===== config.mk =====
export PLATFORM = sky130hd
export DESIGN_NAME = fixed_point_line_rasterizer
export DESIGN_NICKNAME = d
export VERILOG_FILES = /design/src/rtl/core/flr_pkg.sv /design/src/rtl/core/flr_dp.sv /design/src/rtl/core/flr_ctrl.sv /design/src/rtl/core/fixed_point_line_rasterizer.sv
export SDC_FILE = /design/constraint.sdc
export NUM_CORES = 1
export LEC_CHECK = 0
export BUFFER_PORTS_ARGS = -buffer_cell sky130_fd_sc_hd__buf_2
export CORE_MARGIN = 1
export CORE_UTILIZATION = 26
export CTS_CLUSTER_DIAMETER = 120
export DETAILED_ROUTE_END_ITERATION = 8
export GPL_ROUTABILITY_DRIVEN = 0
export GPL_TIMING_DRIVEN = 0
export PLACE_DENSITY_LB_ADDON = 0.1
export SLEW_MARGIN = 20
export SYNTH_ARGS = -nofsm -noshare
export SYNTH_HDL_FRONTEND = slang
export SYNTH_SLANG_ARGS = --single-unit

===== constraint.sdc =====
create_clock -name clk -period 4.7 [get_ports clk]
set_input_delay 0 -clock clk [delete_from_list [all_inputs] [get_ports clk]]
set_output_delay 0 -clock clk [all_outputs]
set_load 0.01 [all_outputs]

===== src/rtl/core/flr_pkg.sv =====
`timescale 1ns / 1ps
// ----------------------------------------------------------------------------
// flr_pkg
// Shared constants, register indexes, opcodes and the command/status bundles
// that pass between the line rasterizer controller and its datapath.
// ----------------------------------------------------------------------------
package flr_pkg;

    localparam int COORD_BITS_DEF = 13;
    localparam int FRAC_BITS_DEF  = 16;

    localparam int SCREEN_BITS = 13;
    localparam logic [SCREEN_BITS-1:0] SCREEN_WIDTH_RESET  = 13'd640;
    localparam logic [SCREEN_BITS-1:0] SCREEN_HEIGHT_RESET = 13'd480;

    localparam int CFG_INDEX_BITS = 2;
    localparam logic [CFG_INDEX_BITS-1:0] REG_SCREEN_WIDTH  = 2'd0;
    localparam logic [CFG_INDEX_BITS-1:0] REG_SCREEN_HEIGHT = 2'd1;

    localparam logic OP_START = 1'b0;
    localparam logic OP_STEP  = 1'b1;

    typedef struct packed {
        logic load;
        logic emit;
        logic div_step;
        logic div_finish;
    } cmd_t;

    typedef struct packed {
        logic active;
        logic nonzero;
    } sts_t;

endpackage


===== src/rtl/core/flr_dp.sv =====
`timescale 1ns / 1ps
// ----------------------------------------------------------------------------
// flr_dp
// Segment setup, restoring slope divider, DDA stepper, screen registers and
// the output pixel register of the line rasterizer.
// ----------------------------------------------------------------------------
module flr_dp #(
    parameter int COORD_BITS = flr_pkg::COORD_BITS_DEF,
    parameter int FRAC_BITS  = flr_pkg::FRAC_BITS_DEF
) (
    input  logic                                 clk,
    input  logic                                 rst_n,
    input  flr_pkg::cmd_t                        cmd,
    output flr_pkg::sts_t                        sts,
    input  logic signed [COORD_BITS-1:0]         start_x,
    input  logic signed [COORD_BITS-1:0]         start_y,
    input  logic signed [COORD_BITS-1:0]         end_x,
    input  logic signed [COORD_BITS-1:0]         end_y,
    input  logic                                 cfg_write,
    input  logic [flr_pkg::CFG_INDEX_BITS-1:0]   cfg_index,
    input  logic [flr_pkg::SCREEN_BITS-1:0]      cfg_data,
    output logic signed [COORD_BITS-1:0]         pixel_x,
    output logic signed [COORD_BITS-1:0]         pixel_y,
    output logic                                 on_screen,
    output logic                                 last
);

    localparam int C  = COORD_BITS;
    localparam int F  = FRAC_BITS;
    localparam int DW = C + 1;
    localparam int NW = C + F;
    localparam int AW = C + F + 1;
    localparam int SW = F + 2;
    localparam int PW = C + 2;
    localparam int SB = flr_pkg::SCREEN_BITS;
    localparam int CW = (PW > SB + 1) ? PW : SB + 1;

    logic [SB-1:0]           screen_w_reg;
    logic [SB-1:0]           screen_h_reg;

    logic signed [C-1:0]     origin_x_reg;
    logic signed [C-1:0]     origin_y_reg;
    logic                    major_is_y_reg;
    logic                    step_neg_reg;
    logic                    slope_neg_reg;
    logic [C-1:0]            major_end_reg;
    logic [C-1:0]            major_index_reg;
    logic signed [SW-1:0]    slope_reg;
    logic signed [AW-1:0]    acc_reg;
    logic                    active_reg;
    logic [C-1:0]            rem_reg;
    logic [NW-1:0]           num_reg;
    logic [F:0]              quot_reg;

    logic signed [C-1:0]     pixel_x_reg;
    logic signed [C-1:0]     pixel_y_reg;
    logic                    on_screen_reg;
    logic                    last_reg;

    logic signed [DW-1:0]    dx;
    logic signed [DW-1:0]    dy;
    logic [DW-1:0]           adx;
    logic [DW-1:0]           ady;
    logic                    major_y;
    logic signed [DW-1:0]    lng;
    logic signed [DW-1:0]    shrt;
    logic [DW-1:0]           alng;
    logic [DW-1:0]           ashrt;

    logic [C:0]              shifted;
    logic [C:0]              diff;
    logic                    fits;
    logic [C-1:0]            rem_next;
    logic [F:0]              quot_next;
    logic signed [SW-1:0]    qext;
    logic signed [SW-1:0]    slope_next;

    logic signed [DW-1:0]    idx_s;
    logic signed [DW-1:0]    major_off;
    logic signed [AW-1:0]    acc_sh;
    logic signed [DW-1:0]    minor_off;
    logic signed [C-1:0]     major_org;
    logic signed [C-1:0]     minor_org;
    logic signed [PW-1:0]    major_c;
    logic signed [PW-1:0]    minor_c;
    logic signed [PW-1:0]    px;
    logic signed [PW-1:0]    py;
    logic signed [CW-1:0]    px_e;
    logic signed [CW-1:0]    py_e;
    logic signed [CW-1:0]    w_e;
    logic signed [CW-1:0]    h_e;
    logic                    on_next;
    logic [C:0]              idx_inc;
    logic                    fin;
    logic signed [AW-1:0]    acc_next;

    // segment setup
    always_comb
    begin
        dx      = $signed({end_x[C-1], end_x}) - $signed({start_x[C-1], start_x});
        dy      = $signed({end_y[C-1], end_y}) - $signed({start_y[C-1], start_y});
        adx     = dx[DW-1] ? DW'(-dx) : DW'(dx);
        ady     = dy[DW-1] ? DW'(-dy) : DW'(dy);
        major_y = ady > adx;
        lng     = major_y ? dy : dx;
        shrt    = major_y ? dx : dy;
        alng    = major_y ? ady : adx;
        ashrt   = major_y ? adx : ady;
    end

    // restoring divider, one quotient bit per cycle
    always_comb
    begin
        shifted    = {rem_reg, num_reg[NW-1]};
        fits       = shifted >= {1'b0, major_end_reg};
        diff       = shifted - {1'b0, major_end_reg};
        rem_next   = fits ? diff[C-1:0] : shifted[C-1:0];
        quot_next  = {quot_reg[F-1:0], fits};
        qext       = $signed({1'b0, quot_next});
        slope_next = slope_neg_reg ? -qext : qext;
    end

    // DDA step
    always_comb
    begin
        idx_s     = $signed({1'b0, major_index_reg});
        major_off = step_neg_reg ? -idx_s : idx_s;
        acc_sh    = acc_reg >>> F;
        minor_off = $signed(acc_sh[DW-1:0]);
        major_org = major_is_y_reg ? origin_y_reg : origin_x_reg;
        minor_org = major_is_y_reg ? origin_x_reg : origin_y_reg;
        major_c   = PW'(major_org) + PW'(major_off);
        minor_c   = PW'(minor_org) + PW'(minor_off);
        px        = major_is_y_reg ? minor_c : major_c;
        py        = major_is_y_reg ? major_c : minor_c;
        px_e      = CW'(px);
        py_e      = CW'(py);
        w_e       = $signed({{(CW - SB){1'b0}}, screen_w_reg});
        h_e       = $signed({{(CW - SB){1'b0}}, screen_h_reg});
        on_next   = !px[PW-1] && (px_e < w_e) && !py[PW-1] && (py_e < h_e);
        idx_inc   = {1'b0, major_index_reg} + {{C{1'b0}}, 1'b1};
        fin       = idx_inc >= {1'b0, major_end_reg};
        acc_next  = acc_reg + AW'(slope_reg);
    end

    always_ff @(posedge clk or negedge rst_n)
    begin
        if (!rst_n)
        begin
            screen_w_reg <= flr_pkg::SCREEN_WIDTH_RESET;
            screen_h_reg <= flr_pkg::SCREEN_HEIGHT_RESET;
        end
        else if (cfg_write)
        begin
            if (cfg_index == flr_pkg::REG_SCREEN_WIDTH)
            begin
                screen_w_reg <= cfg_data;
            end
            else if (cfg_index == flr_pkg::REG_SCREEN_HEIGHT)
            begin
                screen_h_reg <= cfg_data;
            end
        end
    end

    always_ff @(posedge clk or negedge rst_n)
    begin
        if (!rst_n)
        begin
            origin_x_reg    <= '0;
            origin_y_reg    <= '0;
            major_is_y_reg  <= 1'b0;
            step_neg_reg    <= 1'b0;
            slope_neg_reg   <= 1'b0;
            major_end_reg   <= '0;
            major_index_reg <= '0;
            slope_reg       <= '0;
            acc_reg         <= '0;
            active_reg      <= 1'b0;
            rem_reg         <= '0;
            num_reg         <= '0;
            quot_reg        <= '0;
        end
        else if (cmd.load)
        begin
            origin_x_reg    <= start_x;
            origin_y_reg    <= start_y;
            major_is_y_reg  <= major_y;
            step_neg_reg    <= lng[DW-1];
            slope_neg_reg   <= shrt[DW-1];
            major_end_reg   <= alng[C-1:0];
            major_index_reg <= '0;
            slope_reg       <= '0;
            acc_reg         <= '0;
            active_reg      <= 1'b0;
            rem_reg         <= '0;
            num_reg         <= {ashrt[C-1:0], {F{1'b0}}};
            quot_reg        <= '0;
        end
        else if (cmd.div_step)
        begin
            rem_reg  <= rem_next;
            num_reg  <= {num_reg[NW-2:0], 1'b0};
            quot_reg <= quot_next;
            if (cmd.div_finish)
            begin
                slope_reg  <= slope_next;
                active_reg <= 1'b1;
            end
        end
        else if (cmd.emit)
        begin
            major_index_reg <= idx_inc[C-1:0];
            acc_reg         <= acc_next;
            if (fin)
            begin
                active_reg <= 1'b0;
            end
        end
    end

    always_ff @(posedge clk)
    begin
        if (cmd.emit)
        begin
            pixel_x_reg   <= px[C-1:0];
            pixel_y_reg   <= py[C-1:0];
            on_screen_reg <= on_next;
            last_reg      <= fin;
        end
    end

    assign sts.active  = active_reg;
    assign sts.nonzero = (dx != '0) || (dy != '0);

    assign pixel_x   = pixel_x_reg;
    assign pixel_y   = pixel_y_reg;
    assign on_screen = on_screen_reg;
    assign last      = last_reg;

endmodule


===== src/rtl/core/flr_ctrl.sv =====
`timescale 1ns / 1ps
// ----------------------------------------------------------------------------
// flr_ctrl
// Controller of the line rasterizer: input handshake, divider sequencing and
// the valid flag of the output register.
// ----------------------------------------------------------------------------
module flr_ctrl #(
    parameter int DIV_STEPS = flr_pkg::COORD_BITS_DEF + flr_pkg::FRAC_BITS_DEF
) (
    input  logic          clk,
    input  logic          rst_n,
    input  logic          in_valid,
    input  logic          opcode,
    input  logic          out_stall,
    output logic          in_stall,
    output logic          out_valid,
    output flr_pkg::cmd_t cmd,
    input  flr_pkg::sts_t sts
);

    localparam int CNT_W = $clog2(DIV_STEPS);

    localparam logic S_IDLE = 1'b0;
    localparam logic S_DIV  = 1'b1;

    logic             state_reg;
    logic             state_next;
    logic [CNT_W-1:0] cnt_reg;
    logic [CNT_W-1:0] cnt_next;
    logic             out_valid_reg;
    logic             out_valid_next;
    logic             in_fire;
    logic             cnt_last;

    assign in_stall = (state_reg == S_DIV) || (out_valid_reg && out_stall);
    assign in_fire  = in_valid && !in_stall;
    assign cnt_last = cnt_reg == CNT_W'(DIV_STEPS - 1);

    always_comb
    begin
        cmd.load       = in_fire && (opcode == flr_pkg::OP_START);
        cmd.emit       = in_fire && (opcode == flr_pkg::OP_STEP) && sts.active;
        cmd.div_step   = state_reg == S_DIV;
        cmd.div_finish = (state_reg == S_DIV) && cnt_last;
    end

    always_comb
    begin
        state_next = state_reg;
        cnt_next   = cnt_reg;
        unique case (state_reg)
            S_IDLE:
            begin
                if (cmd.load && sts.nonzero)
                begin
                    state_next = S_DIV;
                    cnt_next   = '0;
                end
            end
            S_DIV:
            begin
                cnt_next = cnt_reg + CNT_W'(1);
                if (cnt_last)
                begin
                    state_next = S_IDLE;
                end
            end
            default:
            begin
                state_next = S_IDLE;
            end
        endcase
    end

    always_comb
    begin
        priority if (cmd.emit)
        begin
            out_valid_next = 1'b1;
        end
        else if (!out_stall)
        begin
            out_valid_next = 1'b0;
        end
        else
        begin
            out_valid_next = out_valid_reg;
        end
    end

    always_ff @(posedge clk or negedge rst_n)
    begin
        if (!rst_n)
        begin
            state_reg     <= S_IDLE;
            cnt_reg       <= '0;
            out_valid_reg <= 1'b0;
        end
        else
        begin
            state_reg     <= state_next;
            cnt_reg       <= cnt_next;
            out_valid_reg <= out_valid_next;
        end
    end

    assign out_valid = out_valid_reg;

endmodule


===== src/rtl/core/fixed_point_line_rasterizer.sv =====
`timescale 1ns / 1ps
// A step beat's pixel shows on the output in the cycle after the beat is accepted.
// Throughput: one step beat per cycle, held back by a stalled output register or by
// a running slope division. A nonzero-length start beat runs the one-bit-per-cycle
// restoring slope divider, during which input stalls; a zero-length start beat skips
// the division. Reset clears the segment (idle, no pixels) and sets the screen to
// 640 x 480.
// ----------------------------------------------------------------------------
// fixed_point_line_rasterizer
// DDA line rasterizer with a fixed-point slope: start beats load a segment,
// step beats yield one pixel each while the segment is active, with an on-screen flag and a last flag.
// ----------------------------------------------------------------------------
module fixed_point_line_rasterizer #(
    parameter int COORD_BITS = flr_pkg::COORD_BITS_DEF,
    parameter int FRAC_BITS  = flr_pkg::FRAC_BITS_DEF
) (
    input  logic                                 clk,
    input  logic                                 rst_n,
    input  logic                                 in_valid,
    output logic                                 in_stall,
    input  logic                                 opcode,
    input  logic signed [COORD_BITS-1:0]         start_x,
    input  logic signed [COORD_BITS-1:0]         start_y,
    input  logic signed [COORD_BITS-1:0]         end_x,
    input  logic signed [COORD_BITS-1:0]         end_y,
    output logic                                 out_valid,
    input  logic                                 out_stall,
    output logic signed [COORD_BITS-1:0]         pixel_x,
    output logic signed [COORD_BITS-1:0]         pixel_y,
    output logic                                 on_screen,
    output logic                                 last,
    input  logic                                 cfg_write,
    input  logic [flr_pkg::CFG_INDEX_BITS-1:0]   cfg_index,
    input  logic [flr_pkg::SCREEN_BITS-1:0]      cfg_data
);

    flr_pkg::cmd_t cmd;
    flr_pkg::sts_t sts;

    flr_ctrl #(
        .DIV_STEPS (COORD_BITS + FRAC_BITS)
    ) u_ctrl (
        .clk       (clk),
        .rst_n     (rst_n),
        .in_valid  (in_valid),
        .opcode    (opcode),
        .out_stall (out_stall),
        .in_stall  (in_stall),
        .out_valid (out_valid),
        .cmd       (cmd),
        .sts       (sts)
    );

    flr_dp #(
        .COORD_BITS (COORD_BITS),
        .FRAC_BITS  (FRAC_BITS)
    ) u_dp (
        .clk       (clk),
        .rst_n     (rst_n),
        .cmd       (cmd),
        .sts       (sts),
        .start_x   (start_x),
        .start_y   (start_y),
        .end_x     (end_x),
        .end_y     (end_y),
        .cfg_write (cfg_write),
        .cfg_index (cfg_index),
        .cfg_data  (cfg_data),
        .pixel_x   (pixel_x),
        .pixel_y   (pixel_y),
        .on_screen (on_screen),
        .last      (last)
    );

    a_finish_activates: assert property (@(posedge clk) disable iff (!rst_n)
        cmd.div_finish |=> sts.active)
        else $error("segment not active after slope division");

    a_zero_len_idle: assert property (@(posedge clk) disable iff (!rst_n)
        (cmd.load && !sts.nonzero) |=> !sts.active)
        else $error("zero-length segment became active");

    a_div_blocks_input: assert property (@(posedge clk) disable iff (!rst_n)
        (cmd.load && sts.nonzero) |=> (in_stall && !sts.active))
        else $error("input taken while slope division runs");

    a_emit_not_dividing: assert property (@(posedge clk) disable iff (!rst_n)
        cmd.emit |-> !cmd.div_step)
        else $error("pixel stepped during slope division");

endmodule


## Word-level counts from Yosys, hierarchy flattened

Index checks and enable logic that the tools add are counted.

- $add $sub $neg: 12
- $lt $le $gt $ge: 5
- Equality and inequality tests: 6
- Muxes and demuxes: 40
- Bitwise logic cells: 3
- Reductions and logical operators: 28

Operator list:

| cell | number |
|---|---|
| 13-bit two-way mux | 10 |
| 30-bit two-way mux | 3 |
| 18-bit two-way mux | 4 |
| 14-bit two-way mux | 5 |
| 29-bit two-way mux | 2 |
| 16-bit two-way mux | 2 |
| 13-bit by 14-bit adder with 15-bit output | 2 |
| 30-bit by 18-bit adder with 30-bit output | 1 |
| 15-bit by 14-bit < comparator with 1-bit output | 2 |
| 15-bit two-way mux | 2 |
| 14-bit by 13-bit >= comparator with 1-bit output | 2 |
| 14-bit negator | 2 |
| 14-bit nonzero test | 2 |
| 13-bit by 13-bit subtractor with 14-bit output | 2 |
| 17-bit negator with 18-bit output | 1 |
| 13-bit by 1-bit adder with 14-bit output (second input constant) | 1 |
| 14-bit greater-than comparator | 1 |
| 13-bit negator with 14-bit output | 1 |
| 13-bit subtractor | 1 |
| 1-bit logical AND | 10 |
| 5-bit one-hot mux with 2 select lines | 1 |
| 1-bit two-way mux | 9 |
| 2-bit by 1-bit inequality test with 1-bit output (second input constant) | 3 |
| 2-bit AND reduction | 3 |
| 13 further kinds | 22 |

- Flip-flop bits (word level): 223
- Output and inout port bits: 30
- Word-level logic and storage cells: 116

## Longest topological paths before layout

- Word-level depth: 9
- Depth in mapped cells: 24
- Depth with buffers taken out: 22

## Modules after synthesis

From an unflattened synthesis, not the netlist that was laid out.

- Cells, all modules: 1750
- Area, all modules: 15802.7 sq um

By module, submodules not included:

| module | instances | cells an instance | area an instance (sq um) |
|---|---|---|---|
| flr_dp | 1 | 1714 | 15394.8 |
| flr_ctrl | 1 | 36 | 407.9 |

## Worst setup path after synthesis

Ideal clock, no wire load.

- Path type: input to register
- From: input port end_y[0]
- To: register u_dp.num_reg[19]
- Library setup time: 104 ps
- Data arrival time: 4734 ps
- Required time: 4596 ps
- Setup slack: -137 ps
- Stages: 23
- Path buffers: 2
- Cells stage by stage: inv_1 ha_1 inv_1 fa_1 a21o_1 a221oi_2 xnor2_1 a2111o_1 or4_4 or3_4 o31ai_4 xnor2_1 inv_1 ha_1 nand4_1 nor3_1 nand4_1 o21ai_0 a41o_1 clkbuf_1 buf_1 mux2i_1 a221oi_1

- Longest elaborated chain between the ends: 6

Ends and longest elaborated chain:

| what | RTL line | text |
|---|---|---|
| start: declaration | fixed_point_line_rasterizer.sv:25 | `input logic signed [COORD_BITS-1:0] end_y,` |
| 13-bit by 13-bit subtractor with 14-bit output * | flr_dp.sv:101 | `dy = $signed({end_y[C-1], end_y}) - $signed({start_y[C-1], start_y});` |
| 14-bit negator | flr_dp.sv:103 | `ady = dy[DW-1] ? DW'(-dy) : DW'(dy);` |
| 14-bit two-way mux * | flr_dp.sv:103 |  |
| 14-bit greater-than comparator | flr_dp.sv:104 | `major_y = ady > adx;` |
| 13-bit two-way mux * | flr_dp.sv:108 | `ashrt = major_y ? adx : ady;` |
| 29-bit two-way mux * | flr_dp.sv:184 | `else if (cmd.load)` |
| end signal: assignment | flr_dp.sv:197 | `num_reg <= {ashrt[C-1:0], {F{1'b0}}};` |
| end signal: assignment | flr_dp.sv:203 | `num_reg <= {num_reg[NW-2:0], 1'b0};` |
| end: declaration | flr_dp.sv:52 | `logic [NW-1:0] num_reg;` |

Every way passes the cells marked *; elsewhere a longest branch is shown, timed or not.
A chain may end at the register's enable or synchronous reset.

## Worst setup path after layout

- From: register u_dp.major_is_y_reg
- To: register u_dp.on_screen_reg, in the netlist u_dp.on_screen, data pin

- Elaborated cells on any way between the ends: 13

RTL lines:

| what | RTL line | text |
|---|---|---|
| start: declaration | flr_dp.sv:43 | `logic major_is_y_reg;` |
| start signal: assignment | flr_dp.sv:188 | `major_is_y_reg <= major_y;` |
| 13-bit two-way mux, on equally long branches | flr_dp.sv:131, flr_dp.sv:130 |  |
| 13-bit by 14-bit adder with 15-bit output, on equally long branches | flr_dp.sv:133, flr_dp.sv:132 |  |
| 15-bit two-way mux * | flr_dp.sv:135 | `py = major_is_y_reg ? major_c : minor_c;` |
| via u_dp.py[12] | flr_dp.sv:87 | `logic signed [PW-1:0] py;` |
| 15-bit by 14-bit < comparator with 1-bit output * | flr_dp.sv:140 | `on_next = !px[PW-1] && (px_e < w_e) && !py[PW-1] && (py_e < h_e);` |
| 1-bit logical AND * | flr_dp.sv:140 |  |
| via u_dp.on_next | flr_dp.sv:92 | `logic on_next;` |
| end signal: assignment | flr_dp.sv:228 | `on_screen_reg <= on_next;` |
| end: declaration | flr_dp.sv:57 | `logic on_screen_reg;` |

The timed path passes the listed nets; every way through them passes the cells marked *.

==> results_tabular.tex <==
\begin{tabular}{lr}
\hline
Metric & Value \\
\hline
\multicolumn{2}{l}{\textbf{Cells and area}} \\
Filler-free cell count of the finished design & between 2,000 and 3,000 \\
Relative area change from synthesis to final layout & 22.2\% \\
Share of post-route cells with drive strength above 1 & 14.2\% \\
Number of nets in the layout & approximately 2,200 \\
Number of flip-flops in the largest register & 30 \\
Final Cell Area & about 0.019 mm\^{}2 \\
\multicolumn{2}{l}{\textbf{STA}} \\
Clock period minus worst slack & 4490 ps \\
Fin worst setup slack & 207 ps \\
Fraction of the cycle the final worst path needs & a little over nine tenths \\
Clock skew after layout & about 11 ps \\
Number of hold-slack violations in the final timing report & 0 \\
Setup repair after global routing missed its margin & yes \\
Total of endpoints with negative setup slack in the final report & 0 \\
Maximum clock frequency & 0.223 GHz \\
Slew Limit Headroom & between 40\% and 50\% \\
Slew Viols, Final & 0 \\
Slew at the pin with the worst max-slew slack & approximately 890 ps \\
Worst hold-check slack & between 70 and 80 ps \\
\multicolumn{2}{l}{\textbf{Global route}} \\
Via count of the first global-routing pass & about 13,000 \\
Largest net degree at the start of global routing & 90 \\
Total routing usage reported by global routing & between 15 and 20\% \\
First-pass GRT wire length & between 70 and 80 mm \\
Initial antenna violation count & 1 \\
Total congestion overflow & 0 \\
\multicolumn{2}{l}{\textbf{Clock tree}} \\
Cell at the root of the clock tree & clkbuf\_16 \\
CTS sink cnt & roughly 210 \\
Source-to-sink clock delay at the later pin of the worst-skew pair & around 560 ps \\
Htree depth & 1 \\
Clk pin slew, worst setup/hold paths & 60 ps \\
Buffers from clock root to sink, at most & 3 \\
TritonCTS Buffers & 29 \\
CTS tree & yes \\
\multicolumn{2}{l}{\textbf{Worst setup path}} \\
Worst Path Required & between 5000 and 6000 ps \\
Endpoint arrival time on the critical path & $\sim$4900 ps \\
Type of the setup path with the least slack & flop to flop \\
Register-to-Register Path Depth & 21 \\
Maximum fanout encountered on the critical timing path & 10 \\
Internal reg-to-reg setup slack & 210 ps \\
CP startpoint kind & flop \\
Setup crit end kind & flop \\
\multicolumn{2}{l}{\textbf{Logic synthesis}} \\
Count of flip-flops with a built-in enable after synthesis & 28 \\
Most used standard cells in the synthesized netlist & nand2\_1, o21ai\_0, dfrtp\_1 \\
Ys async rst share & around 86\% \\
Count of cell types in the netlist & 77 \\
Portion of synthesized cell area occupied by the leading cell type & 27.5\% \\
Average size of a mapped cell & between 8 and 9 um\^{}2 \\
Predominant post-synthesis flop cell & dfrtp\_1 \\
Library cell with the largest summed area after synthesis & dfrtp\_1 \\
Sequential area share after synthesis & 33.8\% \\
Dominant cells by area after synthesis & dfrtp\_1, ha\_1, o21ai\_0 \\
Post-synthesis instance total & roughly 1,800 \\
Netlist area before placement & 0.0158 mm\^{}2 \\
Synthesis-stage register bit count & 207 \\
Yosys warning count & 0 \\
Leading cell type by number of instances after synthesis & nand2\_1 \\
Synthesized netlist net count & roughly 2,000 \\
\multicolumn{2}{l}{\textbf{Pwr}} \\
Worst voltage drop across the vdd grid & between 0.0002 and 0.0003 V \\
Leakage Power & slightly below 0.009 uW \\
Total power after layout & 13,100 uW \\
Power Dens Cells & slightly below 700 mW/mm\^{}2 \\
\multicolumn{2}{l}{\textbf{Place}} \\
Number of buffers inserted by port buffering & 102 \\
Post-detail-place hpwl & 39.4 mm \\
Number of instances in the placed design & approximately 2,700 \\
Post-placement setup slack & -1080 ps \\
Cell Area, Placed & 0.0173 mm\^{}2 \\
\multicolumn{2}{l}{\textbf{Status}} \\
Status & finished, final reports clean \\
\multicolumn{2}{l}{\textbf{Detailed routing}} \\
Total number of vias & between 10,000 and 15,000 \\
Drt total wl & $\sim$51 mm \\
First-pass iteration count of the detailed router & 5 \\
Number of remaining DRC errors & 0 \\
Avg WL per Cell & 18.1 um \\
Count of nets left with antenna violations after detail routing & 0 \\
Routed via count divided by cell count & between 4 and 5 \\
DRC violation total after the first TritonRoute iteration & 757 \\
\multicolumn{2}{l}{\textbf{Floorplan}} \\
Overall die height & $\sim$250 um \\
Die extent in x & around 250 um \\
Initial core utilization & 26.5\% \\
Area enclosed by the die boundary & roughly 0.062 mm\^{}2 \\
Area of the core region & 0.0595 mm\^{}2 \\
\# rows & 89 \\
Num ports & approximately 100 \\
\multicolumn{2}{l}{\textbf{Worst hold path}} \\
Hold Path Class & input port to asynchronous set/reset pin \\
\multicolumn{2}{l}{\textbf{Run}} \\
Max-Cap Viols & 0 \\
\hline
\end{tabular}
## metrics by stage
stage | utilization (%) | setup TNS [ps]
3_5_place_dp | 29.2 | -27200
3_3_place_gp | 29.0 | -37330
5_1_grt | 32.4 | -105
6_report | 32.4 | 0
2_1_floorplan | - | 0
4_1_cts | 31.9 | 0
## cells by family after synthesis
family	Yosys count	synth area share, %
AOI/OAI and AO/OA	499	20.2
xor gates and xnor gates	122	6.78
adders and majority gates	162	13.1
buffers and inverters	208	4.95
DFF	207	33.8
muxes	84	5.72
and+or+nand+nor	521	15.4
## metal layers
layer  up-vias  track usage (%)  part of all wire [%]
li1       6873                -                     -
met1      6658             22.4                    48
met2       207             26.5                    46
met3        63             1.76                   2.9
met4         0             4.52                   2.6
met5         -                0                     0
## cell usage in the layout, fill, tap and decap left out, drive strengths merged, types with 38 or more instances in the layout
cell,n
nand2,203
nand3,43
xor2,53
buf,130
ha,156
dlygate4sd3,54
nor2,112
inv,134
a21oi,99
o21ai,177
clkbuf,99
xnor2,69
dfrtp,173
mux2,49
nor3,38
## final cells by class
| type | instances | area [um^2] |
|---|---|---|
| Antenna cell | 1 | 2.50 |
| Buffer | 72 | 317 |
| Clock buffer | 37 | 816 |
| Sequential cell | 207 | 5330 |
| Clock inverter | 16 | 193 |
| Multi-Input combinational cell | 1389 | 9900 |
| Tap cell | 773 | 967 |
| Fill cell | 6282 | 40200 |
| Timing Repair Buffer | 174 | 1250 |
| Inverter | 134 | 507 |
## path summary, 6_finish.rpt
path,startpoint,end
worst max-delay path,u_dp.major_is_y_reg,u_dp.on_screen
worst min-delay path,rst_n,u_dp.acc_reg[15]
worst max register to register,u_dp.major_is_y_reg,u_dp.on_screen
max in group asynchronous,rst_n,u_dp.acc_reg[13]
min in group clk,cfg_index[0],u_dp.screen_w_reg[10]
worst min register to register,u_dp.major_end_reg[8],u_dp.major_end_reg[8]
## worst max-delay path: stages (launching register included)
cell and delay, ps:
dfrtp_2 430, clkbuf_8 190, clkbuf_8 180, mux2_2 240, ha_1 170, inv_1 60
fa_2 340, nor2b_1 110, o21ai_0 80, nand2b_1 120, a31oi_2 130, a2111o_1 460
a21oi_2 180, xor2_1 200, nor2_1 80, a21oi_2 190, ha_4 240, a2111oi_4 330
o21ai_1 110, a31oi_1 230, nand4_1 150, nor3_2 130
## where the power goes
group	total, uW	internal [uW]	switching, uW	leakage (uW)
combinational	7590	3220	4370	0.00585
sequential	3190	2570	612	0.00251
clock	2300	1440	863	0.000490
total	13100	7230	5850	0.00885
## timing repair
| action | in CTS | in global routing |
|---|---|---|
| gates resized for setup | 24 | 42 |
| setup buffers | 3 | 12 |
| hold buffers | 54 | 0 |
| pin swaps | 2 | 10 |
| endpoints found under the setup margin | 31 | 32 |
| cloned | 0 | 1 |
| endpoints found under the hold margin | 233 | 0 |
No activity file was read; power rests on OpenSTA's default activity.
